[src/design/mkes_pkg.sv]
// ----------------------------------------------------------------------------
// mkes_pkg
// Shared types and codes for the modifier-aware key event sequencer.
// ----------------------------------------------------------------------------
package mkes_pkg;

    localparam int unsigned MOD_BITS = 8;

    localparam logic [7:0] MOD_BASE_CODE = 8'hE0;

    // request kinds on the input tuser
    localparam logic [1:0] ACT_TAP         = 2'd0;
    localparam logic [1:0] ACT_RAW_PRESS   = 2'd1;
    localparam logic [1:0] ACT_RAW_RELEASE = 2'd2;
    localparam logic [1:0] ACT_FLUSH       = 2'd3;

    // what the back end does with the key once the modifiers are done
    localparam logic [1:0] KEY_NONE    = 2'd0;
    localparam logic [1:0] KEY_TAP     = 2'd1;
    localparam logic [1:0] KEY_PRESS   = 2'd2;
    localparam logic [1:0] KEY_RELEASE = 2'd3;

    typedef struct packed {
        logic [MOD_BITS-1:0] rel_mask;
        logic [MOD_BITS-1:0] prs_mask;
        logic [7:0]          key;
        logic [1:0]          key_mode;
    } t_cmd;

    typedef struct packed {
        logic full;
        logic empty;
    } t_q_status;

endpackage

[src/design/mkes_front.sv]
// ----------------------------------------------------------------------------
// mkes_front
// Accepts requests, tracks the held modifier set and turns each request into
// a release mask, a press mask and a key action for the back end.
// ----------------------------------------------------------------------------
module mkes_front #(
    parameter int MOD_COUNT = 8
) (
    input  logic              i_clk,
    input  logic              i_rst_n,
    input  logic              i_valid,
    output logic              o_ready,
    input  logic [1:0]        i_action,
    input  logic [7:0]        i_key_code,
    input  logic [7:0]        i_modifier_set,
    output logic              o_push,
    output mkes_pkg::t_cmd    o_cmd,
    input  logic              i_q_full
);

    localparam logic [7:0] MOD_MASK =
        (MOD_COUNT >= 8) ? 8'hFF : 8'((1 << MOD_COUNT) - 1);

    logic [7:0]     r_held;
    logic [7:0]     n_held;
    logic [7:0]     want;
    logic           accept;
    mkes_pkg::t_cmd cmd;

    assign o_ready = !i_q_full;
    assign accept  = i_valid && !i_q_full;
    assign want    = i_modifier_set & MOD_MASK;

    always_comb begin
        cmd.rel_mask = r_held;
        cmd.prs_mask = '0;
        cmd.key      = i_key_code;
        cmd.key_mode = mkes_pkg::KEY_NONE;
        n_held       = '0;
        case (i_action)
            mkes_pkg::ACT_TAP: begin
                cmd.rel_mask = r_held & ~want;
                cmd.prs_mask = want & ~r_held;
                cmd.key_mode = mkes_pkg::KEY_TAP;
                n_held       = want;
            end
            mkes_pkg::ACT_RAW_PRESS: begin
                cmd.key_mode = mkes_pkg::KEY_PRESS;
            end
            mkes_pkg::ACT_RAW_RELEASE: begin
                cmd.key_mode = mkes_pkg::KEY_RELEASE;
            end
            default: begin
                cmd.key_mode = mkes_pkg::KEY_NONE;
            end
        endcase
    end

    // drop a flush that has nothing to release
    assign o_push = accept && ((cmd.key_mode != mkes_pkg::KEY_NONE) || (r_held != '0));
    assign o_cmd  = cmd;

    always_ff @(posedge i_clk) begin
        if (!i_rst_n) begin
            r_held <= '0;
        end else if (accept) begin
            r_held <= n_held;
        end
    end

endmodule

[src/design/mkes_queue.sv]
// ----------------------------------------------------------------------------
// mkes_queue
// Two-entry command queue between the front and back ends.
// ----------------------------------------------------------------------------
module mkes_queue (
    input  logic                i_clk,
    input  logic                i_rst_n,
    input  logic                i_push,
    input  mkes_pkg::t_cmd      i_cmd,
    input  logic                i_pop,
    output mkes_pkg::t_cmd      o_cmd,
    output mkes_pkg::t_q_status o_status
);

    localparam int DEPTH = 2;
    localparam int AW    = $clog2(DEPTH);

    mkes_pkg::t_cmd     r_mem [DEPTH];
    logic [AW-1:0]      r_wr_ptr;
    logic [AW-1:0]      r_rd_ptr;
    logic [AW:0]        r_count;
    logic               do_push;
    logic               do_pop;

    assign o_status.full  = (r_count == (AW+1)'(DEPTH));
    assign o_status.empty = (r_count == '0);
    assign do_push = i_push && !o_status.full;
    assign do_pop  = i_pop && !o_status.empty;
    assign o_cmd   = r_mem[r_rd_ptr];

    always_ff @(posedge i_clk) begin
        if (do_push) begin
            r_mem[r_wr_ptr] <= i_cmd;
        end
    end

    always_ff @(posedge i_clk) begin
        if (!i_rst_n) begin
            r_wr_ptr <= '0;
            r_rd_ptr <= '0;
            r_count  <= '0;
        end else begin
            if (do_push) begin
                r_wr_ptr <= (r_wr_ptr == AW'(DEPTH - 1)) ? '0 : r_wr_ptr + 1'b1;
            end
            if (do_pop) begin
                r_rd_ptr <= (r_rd_ptr == AW'(DEPTH - 1)) ? '0 : r_rd_ptr + 1'b1;
            end
            case ({do_push, do_pop})
                2'b10:   r_count <= r_count + 1'b1;
                2'b01:   r_count <= r_count - 1'b1;
                default: r_count <= r_count;
            endcase
        end
    end

endmodule

[src/design/mkes_back.sv]
// ----------------------------------------------------------------------------
// mkes_back
// Walks one command at a time: release modifiers, press modifiers, then the
// key action, one event per cycle while the output is not stalled, into a registered output.
// ----------------------------------------------------------------------------
module mkes_back (
    input  logic                i_clk,
    input  logic                i_rst_n,
    input  mkes_pkg::t_cmd      i_cmd,
    input  logic                i_q_empty,
    output logic                o_pop,
    output logic                o_valid,
    input  logic                i_ready,
    output logic                o_is_press,
    output logic [7:0]          o_event_code,
    output logic                o_last
);

    function automatic logic [2:0] f_low_idx(input logic [7:0] v);
        logic [2:0] idx;
        idx = '0;
        for (int i = 7; i >= 0; i--) begin
            if (v[i]) begin
                idx = 3'(i);
            end
        end
        return idx;
    endfunction

    logic           r_busy;
    logic [7:0]     r_rel;
    logic [7:0]     r_prs;
    logic [7:0]     r_key;
    logic [1:0]     r_kmode;
    logic           r_tap_down;
    logic           r_out_valid;
    logic           r_out_press;
    logic [7:0]     r_out_code;
    logic           r_out_last;

    logic           emit;
    logic           sel_rel;
    logic           sel_prs;
    logic [7:0]     cur_mask;
    logic [7:0]     n_rel;
    logic [7:0]     n_prs;
    logic           n_tap_down;
    logic           ev_press;
    logic [7:0]     ev_code;
    logic           ev_last;

    assign o_pop = !r_busy && !i_q_empty;
    assign emit  = r_busy && (!r_out_valid || i_ready);

    assign sel_rel  = (r_rel != '0);
    assign sel_prs  = !sel_rel && (r_prs != '0);
    assign cur_mask = sel_rel ? r_rel : r_prs;

    always_comb begin
        n_rel      = r_rel;
        n_prs      = r_prs;
        n_tap_down = r_tap_down;
        ev_press   = 1'b0;
        ev_code    = r_key;
        ev_last    = 1'b1;
        if (sel_rel || sel_prs) begin
            ev_press = sel_prs;
            ev_code  = mkes_pkg::MOD_BASE_CODE + {5'd0, f_low_idx(cur_mask)};
            // clear the lowest set bit
            if (sel_rel) begin
                n_rel = r_rel & (r_rel - 8'd1);
            end else begin
                n_prs = r_prs & (r_prs - 8'd1);
            end
            ev_last = (n_rel == '0) && (n_prs == '0) && (r_kmode == mkes_pkg::KEY_NONE);
        end else begin
            case (r_kmode)
                mkes_pkg::KEY_TAP: begin
                    ev_press   = !r_tap_down;
                    ev_last    = r_tap_down;
                    n_tap_down = 1'b1;
                end
                mkes_pkg::KEY_PRESS: begin
                    ev_press = 1'b1;
                end
                mkes_pkg::KEY_RELEASE: begin
                    ev_press = 1'b0;
                end
                default: begin
                    ev_press = 1'b0;
                end
            endcase
        end
    end

    always_ff @(posedge i_clk) begin
        if (o_pop) begin
            r_rel      <= i_cmd.rel_mask;
            r_prs      <= i_cmd.prs_mask;
            r_key      <= i_cmd.key;
            r_kmode    <= i_cmd.key_mode;
            r_tap_down <= 1'b0;
        end else if (emit) begin
            r_rel      <= n_rel;
            r_prs      <= n_prs;
            r_tap_down <= n_tap_down;
        end
        if (emit) begin
            r_out_press <= ev_press;
            r_out_code  <= ev_code;
            r_out_last  <= ev_last;
        end
    end

    always_ff @(posedge i_clk) begin
        if (!i_rst_n) begin
            r_busy      <= 1'b0;
            r_out_valid <= 1'b0;
        end else begin
            if (o_pop) begin
                r_busy <= 1'b1;
            end else if (emit && ev_last) begin
                r_busy <= 1'b0;
            end
            if (emit) begin
                r_out_valid <= 1'b1;
            end else if (i_ready) begin
                r_out_valid <= 1'b0;
            end
        end
    end

    assign o_valid      = r_out_valid;
    assign o_is_press   = r_out_press;
    assign o_event_code = r_out_code;
    assign o_last       = r_out_last;

endmodule

[src/design/modifier_aware_key_event_sequencer_unit.sv]
// ----------------------------------------------------------------------------
// modifier_aware_key_event_sequencer_unit
// Tracks held keyboard modifiers and expands requests into key events.
// ----------------------------------------------------------------------------
// First event: with the queue empty and the walker idle, an accepted request
// is queued, loaded into the walker and its first event then registered out.
// Throughput: a request giving N events (1 to 10) occupies the event walker
// for a load step, then one event per cycle while the output is not stalled;
// a flush with nothing held is dropped in the front end and gives no events.
// A two-entry command queue lets requests be taken while the walker is busy.
// Reset (synchronous, active low) clears the held set, the queue and the
// output valid.
module modifier_aware_key_event_sequencer_unit #(
    parameter int MOD_COUNT = 8
) (
    input  logic        i_clk,
    input  logic        i_rst_n,
    input  logic        i_s_axis_tvalid,
    output logic        o_s_axis_tready,
    input  logic [15:0] i_s_axis_tdata,   // [7:0] key_code, [15:8] modifier_set
    input  logic [1:0]  i_s_axis_tuser,   // [1:0] action
    output logic        o_m_axis_tvalid,
    input  logic        i_m_axis_tready,
    output logic [7:0]  o_m_axis_tdata,   // [7:0] event_code
    output logic        o_m_axis_tuser,   // [0] is_press
    output logic        o_m_axis_tlast
);

    logic                push;
    logic                pop;
    mkes_pkg::t_cmd      front_cmd;
    mkes_pkg::t_cmd      queue_cmd;
    mkes_pkg::t_q_status q_stat;

    mkes_front #(
        .MOD_COUNT(MOD_COUNT)
    ) u_front (
        .i_clk          (i_clk),
        .i_rst_n        (i_rst_n),
        .i_valid        (i_s_axis_tvalid),
        .o_ready        (o_s_axis_tready),
        .i_action       (i_s_axis_tuser),
        .i_key_code     (i_s_axis_tdata[7:0]),
        .i_modifier_set (i_s_axis_tdata[15:8]),
        .o_push         (push),
        .o_cmd          (front_cmd),
        .i_q_full       (q_stat.full)
    );

    mkes_queue u_queue (
        .i_clk    (i_clk),
        .i_rst_n  (i_rst_n),
        .i_push   (push),
        .i_cmd    (front_cmd),
        .i_pop    (pop),
        .o_cmd    (queue_cmd),
        .o_status (q_stat)
    );

    mkes_back u_back (
        .i_clk        (i_clk),
        .i_rst_n      (i_rst_n),
        .i_cmd        (queue_cmd),
        .i_q_empty    (q_stat.empty),
        .o_pop        (pop),
        .o_valid      (o_m_axis_tvalid),
        .i_ready      (i_m_axis_tready),
        .o_is_press   (o_m_axis_tuser),
        .o_event_code (o_m_axis_tdata),
        .o_last       (o_m_axis_tlast)
    );

    a_queue_sane : assert property (@(posedge i_clk) disable iff (!i_rst_n)
        !(q_stat.full && q_stat.empty))
        else $error("queue reports full and empty together");

    a_no_push_when_full : assert property (@(posedge i_clk) disable iff (!i_rst_n)
        q_stat.full |-> !(i_s_axis_tvalid && o_s_axis_tready))
        else $error("request taken while command queue full");

    a_pop_needs_entry : assert property (@(posedge i_clk) disable iff (!i_rst_n)
        pop |-> !q_stat.empty)
        else $error("walker loaded from an empty queue");

    a_reset_quiet : assert property (@(posedge i_clk)
        !i_rst_n |=> !o_m_axis_tvalid)
        else $error("output valid after reset");

endmodule

[config.mk]
export PLATFORM = sky130hd
export DESIGN_NAME = modifier_aware_key_event_sequencer_unit
export DESIGN_NICKNAME = d
export VERILOG_FILES = /design/src/design/mkes_pkg.sv /design/src/design/mkes_front.sv /design/src/design/mkes_queue.sv /design/src/design/mkes_back.sv /design/src/design/modifier_aware_key_event_sequencer_unit.sv
export SDC_FILE = /design/constraint.sdc
export NUM_CORES = 1
export LEC_CHECK = 0
export BUFFER_PORTS_ARGS = -buffer_cell sky130_fd_sc_hd__buf_2
export CELL_PAD_IN_SITES_DETAIL_PLACEMENT = 1
export CELL_PAD_IN_SITES_GLOBAL_PLACEMENT = 1
export CORE_MARGIN = 2
export CORE_UTILIZATION = 45
export DETAILED_ROUTE_END_ITERATION = 7
export HOLD_SLACK_MARGIN = 0.1
export PLACE_DENSITY = 0.73
export SYNTH_ARGS = -nofsm -noshare
export SYNTH_HDL_FRONTEND = slang
export SYNTH_SLANG_ARGS = --single-unit
[constraint.sdc]
create_clock -name i_clk -period 3.8 [get_ports i_clk]
set_clock_uncertainty 0.2 [all_clocks]
set_input_delay 0.19 -clock i_clk [delete_from_list [all_inputs] [get_ports i_clk]]
set_output_delay 0.19 -clock i_clk [all_outputs]
set_load 0.01 [all_outputs]
==> metrics, run 1 <==
clock latency on the worst-skew pair=0.37 ns; Comb pwr share=27.3%; maximum VDD drop=about 0.29 mV; Util after Layout=between 50% and 60%; status=complete, no violations; number of max-cap violations=0; CTS Buf Count=9; DRT iter0 DRCs=132; die extent in x=between 100 and 150 um; top_reg_cell synth=edfxtp_1; Lkg Pwr=roughly 1.8 nW; overall power consumption=3.500 mW; per-cell routed wire length=approximately 18 um; CP Class=reg -> reg; Synth Cell Area=0.004484 mm2; Cell Count Post-Placement=between 500 and 600; Final WS setup=0.7778 ns; largest cells by area after synthesis=edfxtp_1, dfxtp_1, and2_1; XOR/XNOR Fraction of Synth Area=less than 1%; via/cell ratio=approximately 5.3; Seq pwr share=a little over half; CP required=approximately 3.8 ns; Die Y=103.8 um; CP Launch Type=register; via count=2862; Setup Slack @ Placement=0.8351 ns; Sw Share=35.29%; slew margin rel.=slightly below 30%; Final min period=3.022 ns; Final HPWL DP=about 6600 um; die area=0.01078 mm2; Worst-path clk slew=0.10 ns; RePlAce Congestion=0.8288; fin cells=540; internal power=2.265 mW; power share of the clock group=18.7%; crit path DAT=3.06 ns; Seq/Total Area, Yosys=66.07%; worst-margin pin slew=1.056 ns; crit path capture type=register; antenna violations before repair=0; root buffer cell=clkbuf_8; nets=431; Total Wirelength=9483 um; vias in the first global route=2922; simple-gate share of the synthesized area=13.03%; Ys Warns=0; endpoints failing setup=0; # DRC=0; Initial Util=between 40% and 50%; post-CTS resize count=0; Placement Cell Area=0.004806 mm2; Synth Area in Compound Gates=10.41%; Hold Crit Class=in -> reg; Routed Antenna Nets=0; post-synthesis adder-cell area fraction=about 2.2%; top-count cell post-synth=edfxtp_1; library cells used by synthesis=47; synth cell count leaders=edfxtp_1, nor2_1, o21ai_0; CTS tree=built; H-tree depth=3; # IOs=34; WHS=0.1536 ns; core area=just under 0.01 mm2; RSZ-0062 raised after global routing=false; Post-Syn Instances=346; post-route cell area=~0.0052 mm2; Inserted Diodes=0; Synth Register Bits=104; Clock Sinks=104; count of input and output buffers=33; largest family of logic cells by synthesized area=simple AND/OR/NAND/NOR gates; Avg Inst Size Synth=12.96 um2; largest net degree at the start of global routing=35; EDFF count, synth=roughly 90; Final period util=79.53%; peak fanout along the critical path=14; setup TNS=0 ns; total track usage=18.58%; share of post-route cells with drive strength above 1=18.43%; Peak Freq=~0.33 GHz; Max Buffers Root-to-Sink=2; first-pass GRT wire length=15480 um; grt total ovfl=0; sw power=1.235 mW; P&R area growth vs syn=16.07%; power per cell area=672.5 mW/mm2; Initial DRT Pass Iterations=4; FP Rows=36; Yosys top cell by area=edfxtp_1; post-synthesis mux area share=5.636%; Final Hold Vio Count=0; Yosys top cell area share=between 50% and 60%; Synth async-reset ratio=0%; max-slew violations=0; Syn Nets=between 300 and 400
placed cells by master, fill, tap and decap left out, types with 2 or more instances in the layout:
cell / n
nand2b_1: 5
nor4_1: 4
ha_1: 7
buf_4: 6
buf_2: 33
a21boi_0: 2
o21ai_0: 25
clkbuf_8: 9
dfxtp_1: 16
inv_1: 8
o31ai_1: 3
o211ai_1: 5
o21a_1: 2
nor2_2: 2
o22ai_1: 3
nand3_1: 10
or2_2: 4
nor2_1: 24
dlygate4sd3_1: 21
nor3_1: 4
or4_1: 2
nand2_1: 23
and2_1: 23
nor2b_1: 3
inv_6: 2
mux2i_1: 14
mux2_2: 10
xnor2_1: 3
a211oi_1: 5
a21oi_1: 9
a32o_1: 3
edfxtp_1: 88
or3_1: 5
state kept, by name (all words and copies together) (netlist names), 2 cells and up, named ones only:
name / count
u_back.o_event_code: 8
u_back.r_key: 8
u_back.r_kmode: 2
u_back.r_prs: 8
u_back.r_rel: 8
u_front.r_held: 8
u_queue.r_count: 2
u_queue.r_mem: 52
cell type report:
| class | instances | area (um2) |
|---|---|---|
| Fill cell | 1038 | 4524 |
| Clock inverter | 7 | 65.06 |
| Tap cell | 133 | 166.4 |
| Sequential cell | 104 | 2963 |
| Multi-Input combinational cell | 219 | 1436 |
| Inverter | 8 | 30.03 |
| Timing Repair Buffer | 60 | 420.4 |
| Clock buffer | 9 | 123.9 |
power by group through the flow:
stage | sequential, mW | combinational [mW] | clock (mW)
after floorplan | 1.80 | 0.702 | 0
after global placement | 1.89 | 0.912 | 0
after detailed placement | 1.92 | 0.936 | 0
after CTS | 1.89 | 0.961 | 0.670
after global routing | 1.93 | 1.06 | 0.711
final | 1.89 | 0.955 | 0.655
per-layer routing:
layer	wire (um)	track usage, %	vias up
li1	-	-	1409
met2	4610	29.61	56
met1	4456	24.99	1384
met3	226	2.895	13
met4	190	8.880	0
met5	0	0	-
timing repair:
item                                    CTS  global route
endpoints found under the hold margin    62             0
hold buffers                             21             0
endpoints found under the setup margin    0             0
setup buffers                             0             0
final timing paths:
check	slack, ns	start	cells past startpoint	endpoint
setup / recovery	0.78	u_back.r_rel[1]	5	u_back.o_last
hold / removal	0.15	i_s_axis_tuser[0]	4	u_queue.r_mem[1][0]
setup reg to reg	0.78	u_back.r_rel[1]	5	u_back.o_last
hold reg to reg	0.28	u_back.r_tap_down	2	u_back.r_tap_down
critical path: stages, from the launching register on:
cell	delay, ns
edfxtp_1	0.53
or4_4	0.68
or3_4	0.43
or3b_1	0.39
a2111oi_2	0.44
a32o_1	0.23
cells by family after synthesis:
kind of cell,after synthesis
simple gates,113
flops,104
compound gates,71
mux,24
buf+inv,23
fa+ha+maj,8
xor+xnor,3
Note: power is estimated with default switching activity, not from simulation.
==> run 2: changes to the inputs <==
clock period = 2.8 ns   (was 3.8 ns; I/O delays follow)
==> run 2 against run 1 <==
Net effect: count of clock-buffer cells in the layout did not move; via count rose by 2.6%; maximum frequency rose by 10%; sequential power increased by 29%; clock power increased by 60%; core utilization increased by 2.0 points; first-iteration DRC count up 6.1%; combinational power rose by 71%; design area rose by 3.7%; power up 46%; global-route usage increased by 1.3 points; critical path type unchanged; die area is the same.
==> metrics, run 2 (same netlist as run 1, synthesis figures left out) <==
status=complete, no violations; CP Launch Type=register; Inserted Diodes=0; number of max-cap violations=0; first-pass GRT wire length=16480 um; Clock Sinks=104; sw power=1.746 mW; P&R area growth vs syn=20.31%; core area=0.009729 mm2; internal power=3.371 mW; commonest non-fill, non-tap cell in the layout=edfxtp_1; setup TNS=0 ns; Lkg Pwr=1.922 nW; Peak Freq=0.3648 GHz; Final min period=2.742 ns; CP Class=reg -> reg; Seq pwr share=between 40% and 50%; Hold Crit Class=in -> reg; H-tree depth=3; die extent in x=roughly 100 um; antenna violations before repair=0; # IOs=34; via count=2936; vias in the first global route=3098; per-cell routed wire length=about 18 um; Sw Share=34.12%; Worst path max stage delay=0.55 ns; endpoints failing setup=0; count of input and output buffers=33; Final Hold Vio Count=0; Slowest-stage cell, CP=or4_4; power share of the clock group=20.5%; most frequent cells in the layout=edfxtp_1, buf_2, o21ai_0; Final HPWL DP=around 7000 um; Cell Count Post-Placement=519; overall power consumption=5.117 mW; max-slew violations=0; RSZ-0062 raised after global routing=false; Worst R2R Setup Slack=0.06 ns; root buffer cell=clkbuf_8; # DRC=0; Routed Antenna Nets=0; Max Buffers Root-to-Sink=2; DRT iter0 DRCs=140; share of post-route cells with drive strength above 1=21.99%; CP required=2.84 ns; die area=~0.011 mm2; slew margin rel.=65.75%; peak fanout along the critical path=3; RePlAce Congestion=0.8636; Die Y=103.8 um; Total Wirelength=10180 um; Initial Util=between 40% and 50%; Initial DRT Pass Iterations=4; Final period util=97.91%; grt total ovfl=0; power per cell area=948.5 mW/mm2; Worst-path clk slew=around 0.11 ns; Comb pwr share=31.9%; max reg flops=52; largest net degree at the start of global routing=34; maximum VDD drop=0.3804 mV; via/cell ratio=roughly 5.3; register name with the most flops=u_queue.r_mem; total track usage=between 10% and 20%; fin cells=roughly 560; post-route cell area=0.005395 mm2; worst-margin pin slew=between 0.5 and 0.6 ns; FP Rows=36; clock latency on the worst-skew pair=between 0.3 and 0.4 ns; CP cell instances=or4_4 > or3_4 > or3b_1 > a2111oi_4 > a32o_1; nets=about 450; Placement Cell Area=0.004938 mm2; CTS Buf Count=9; crit path DAT=roughly 2.8 ns; CTS tree=built; crit path capture type=register
-- run 2: cell count changes in the layout (fill, tap and decap cells not counted), sizes merged --
cell and delta:
buf +16, bufinv +2, clkinvlp -1, inv -1
-- run 2: path summary, 6_finish.rpt --
kind                           from                 to  depth (start not counted)
setup / recovery    u_back.r_rel[1]      u_back.o_last                          5
hold / removal      i_s_axis_tvalid   u_queue.r_wr_ptr                          4
setup reg to reg    u_back.r_rel[1]      u_back.o_last                          5
hold reg to reg   u_back.r_tap_down  u_back.r_tap_down                          2
-- run 2: power groups by stage --
stage | combinational (mW) | clock, mW | sequential, mW
final | 1.63 | 1.05 | 2.44
after global routing | 1.80 | 1.14 | 2.48
after CTS | 1.62 | 1.08 | 2.43
after detailed placement | 1.58 | 0 | 2.46
after global placement | 1.53 | 0 | 2.44
after floorplan | 0.953 | 0 | 2.44
-- run 2: per-stage QoR --
stage	utilization, %	setup WS [ns]	hold WS [ns]
global route	55.45	0.006033	0.1552
detailed placement	50.76	0.02840	0.1332
global placement	50.76	0.09032	0.1289
CTS	55.25	0.01369	0.1122
floorplan	-	0.05177	0.03887
finish	55.45	0.05840	0.1227
-- run 2: cell type report --
class / instances / area (um2)
tap: 133 / 166.4
clock buffer: 9 / 123.9
multi-input combinational: 219 / 1456
clock inverter: 7 / 102.6
fill: 994 / 4334
timing repair buffer: 76 / 553.0
sequential: 104 / 2963
inverter: 8 / 30.03
-- run 2: metal layers --
metal	up-vias	share of wire [%]	GRT usage [%]
met2	47	51	33.79
met4	0	0.72	5.019
li1	1441	-	-
met3	6	2.5	3.713
met5	-	0	0
met1	1442	46	26.42
-- run 2: critical path, delay by kind of cell (launching register included) --
family	cells	cell delay, ns
and+or+nand+nor	3	1.39
AOI/OAI and AO/OA	2	0.64
DFF	1	0.40
-- run 2: repair_timing --
item,CTS,global route
hold buffers,21,0
resized for setup,0,2
setup endpoints to repair,0,2
buffers inserted,0,0
hold endpoints to repair,67,0
==> run 3: changes to the inputs <==
CORE_UTILIZATION = 40   (was 45)
PLACE_DENSITY = 0.67   (was 0.73)
==> run 3 against run 2 <==
Net effect: register-to-register slack better by 0.02 ns; maximum frequency increased by 0.74%; critical path depth stayed put; critical path type unchanged; largest cell class unchanged.
==> metrics, run 3 (same netlist as run 1, synthesis figures left out) <==
Setup Buffers After CTS=0; Initial DRT Pass Iterations=4; CP cell instances=or4_4 > or3_4 > or3b_1 > a2111oi_4 > a32o_1; critical path's top delay family=simple AND/OR/NAND/NOR gates; Clock Sinks=between 100 and 150; Fillers=1114; worst-margin pin slew=roughly 0.6 ns; Slowest-stage cell, CP=or4_4; antenna violations before repair=0; nets=449; DRT iter0 DRCs=119; most frequent cells in the layout=edfxtp_1, buf_2, o21ai_0; P&R area growth vs syn=19.31%; fin cells=565; Worst path max stage delay=between 0.5 and 0.6 ns; share of post-route cells with drive strength above 1=between 20% and 30%; CTS tree=built; Cell Count Post-Placement=528; Final Hold Vio Count=0; total track usage=17.40%; H-tree depth=3; Final HPWL DP=6889 um; maximum VDD drop=about 0.31 mV; Util after Layout=between 40% and 50%; number of max-cap violations=0; RePlAce Congestion=0.8661; Multi-input gate area=0.001449 mm2; CP required=2.82 ns; clock latency on the worst-skew pair=0.36 ns; via count=approximately 2900; die extent in x=109.9 um; slew margin rel.=60.78%; die area=0.01207 mm2; Lkg Pwr=1.893 nW; Final min period=approximately 2.7 ns; CP Launch Type=register; count of input and output buffers=33; Total Wirelength=9619 um; Final period util=97.20%; crit path DAT=between 2 and 3 ns; Hold Crit Class=in -> reg; crit path capture type=register; FP Rows=38; Peak Freq=between 0.3 and 0.4 GHz; vias in the first global route=just over 3000; WP buf/inv=0; status=complete, no violations; Inserted Diodes=0; power per cell area=909.2 mW/mm2; CTS Buf Count=9; Routed Antenna Nets=0; max-slew violations=0; setup TNS=0 ns; CP Class=reg -> reg; Max Buffers Root-to-Sink=2; max reg flops=52; core area=0.01089 mm2; Worst-path clk slew=0.09 ns; register name with the most flops=u_queue.r_mem; endpoints failing setup=0; grt total ovfl=0; WHS=around 0.12 ns; first-pass GRT wire length=~16000 um; largest net degree at the start of global routing=34; # DRC=0; commonest non-fill, non-tap cell in the layout=edfxtp_1; Die Y=about 110 um; per-cell routed wire length=17.02 um; RSZ-0062 raised after global routing=false; Initial Util=41.19%; overall power consumption=slightly below 5 mW; # IOs=34; register area=0.002963 mm2; root buffer cell=clkbuf_8; peak fanout along the critical path=3; via/cell ratio=5.195
==> run 3: stage by stage <==
step	area, um2	setup WS, ns
2_1_floorplan	4484	0.05177
3_3_place_gp	4962	0.09189
3_5_place_dp	4962	0.03586
4_1_cts	5338	0.02889
5_1_grt	5350	0.01954
6_report	5350	0.07851
==> run 3: layout make-up <==
type                            count  area share, %
Sequential cell                   104          55.38
Clock buffer                       11          2.456
Clock inverter                      5         0.6314
Inverter                            8         0.5613
Tap cell                          140          3.274
Timing Repair Buffer               78          10.62
Multi-Input combinational cell    219          27.08
==> run 3: path summary, 6_finish.rpt <==
| path | from | end | slack, ns | depth (start not counted) |
|---|---|---|---|---|
| hold reg to reg | u_back.r_tap_down | u_back.r_tap_down | 0.26 | 2 |
| hold / removal | i_s_axis_tvalid | u_queue.r_wr_ptr | 0.12 | 4 |
| setup reg to reg | u_back.r_rel[1] | u_back.o_last | 0.08 | 5 |
| setup / recovery | u_back.r_rel[1] | u_back.o_last | 0.08 | 5 |
==> run 3: power by group <==
group	switching [mW]	leakage (nW)	internal (mW)
clock network	0.489	0.0797	0.325
logic	0.954	0.854	0.673
registers	0.222	0.959	2.20
==> run 3: per-layer routing <==
metal | up-vias | share of wire [%] | track usage (%) | wire, um
li1 | 1436 | - | - | -
met1 | 1421 | 46 | 22.47 | 4447
met2 | 58 | 48 | 28.18 | 4630
met3 | 20 | 2.9 | 3.379 | 279
met4 | 0 | 2.7 | 8.137 | 261
met5 | - | 0 | 0 | 0
==> run 3: worst register-to-register path, delay by kind of cell, from the launching register on <==
family,cells,cell delay (ns)
DFF,1,0.40
and+or+nand+nor,3,1.38
AOI/OAI and AO/OA,2,0.61
==> run 3: what timing repair did <==
action                     in CTS  in global routing
setup endpoints to repair       0                  1
gates resized for setup         0                  1
hold buffers                   21                  0
hold endpoints to repair       67                  0
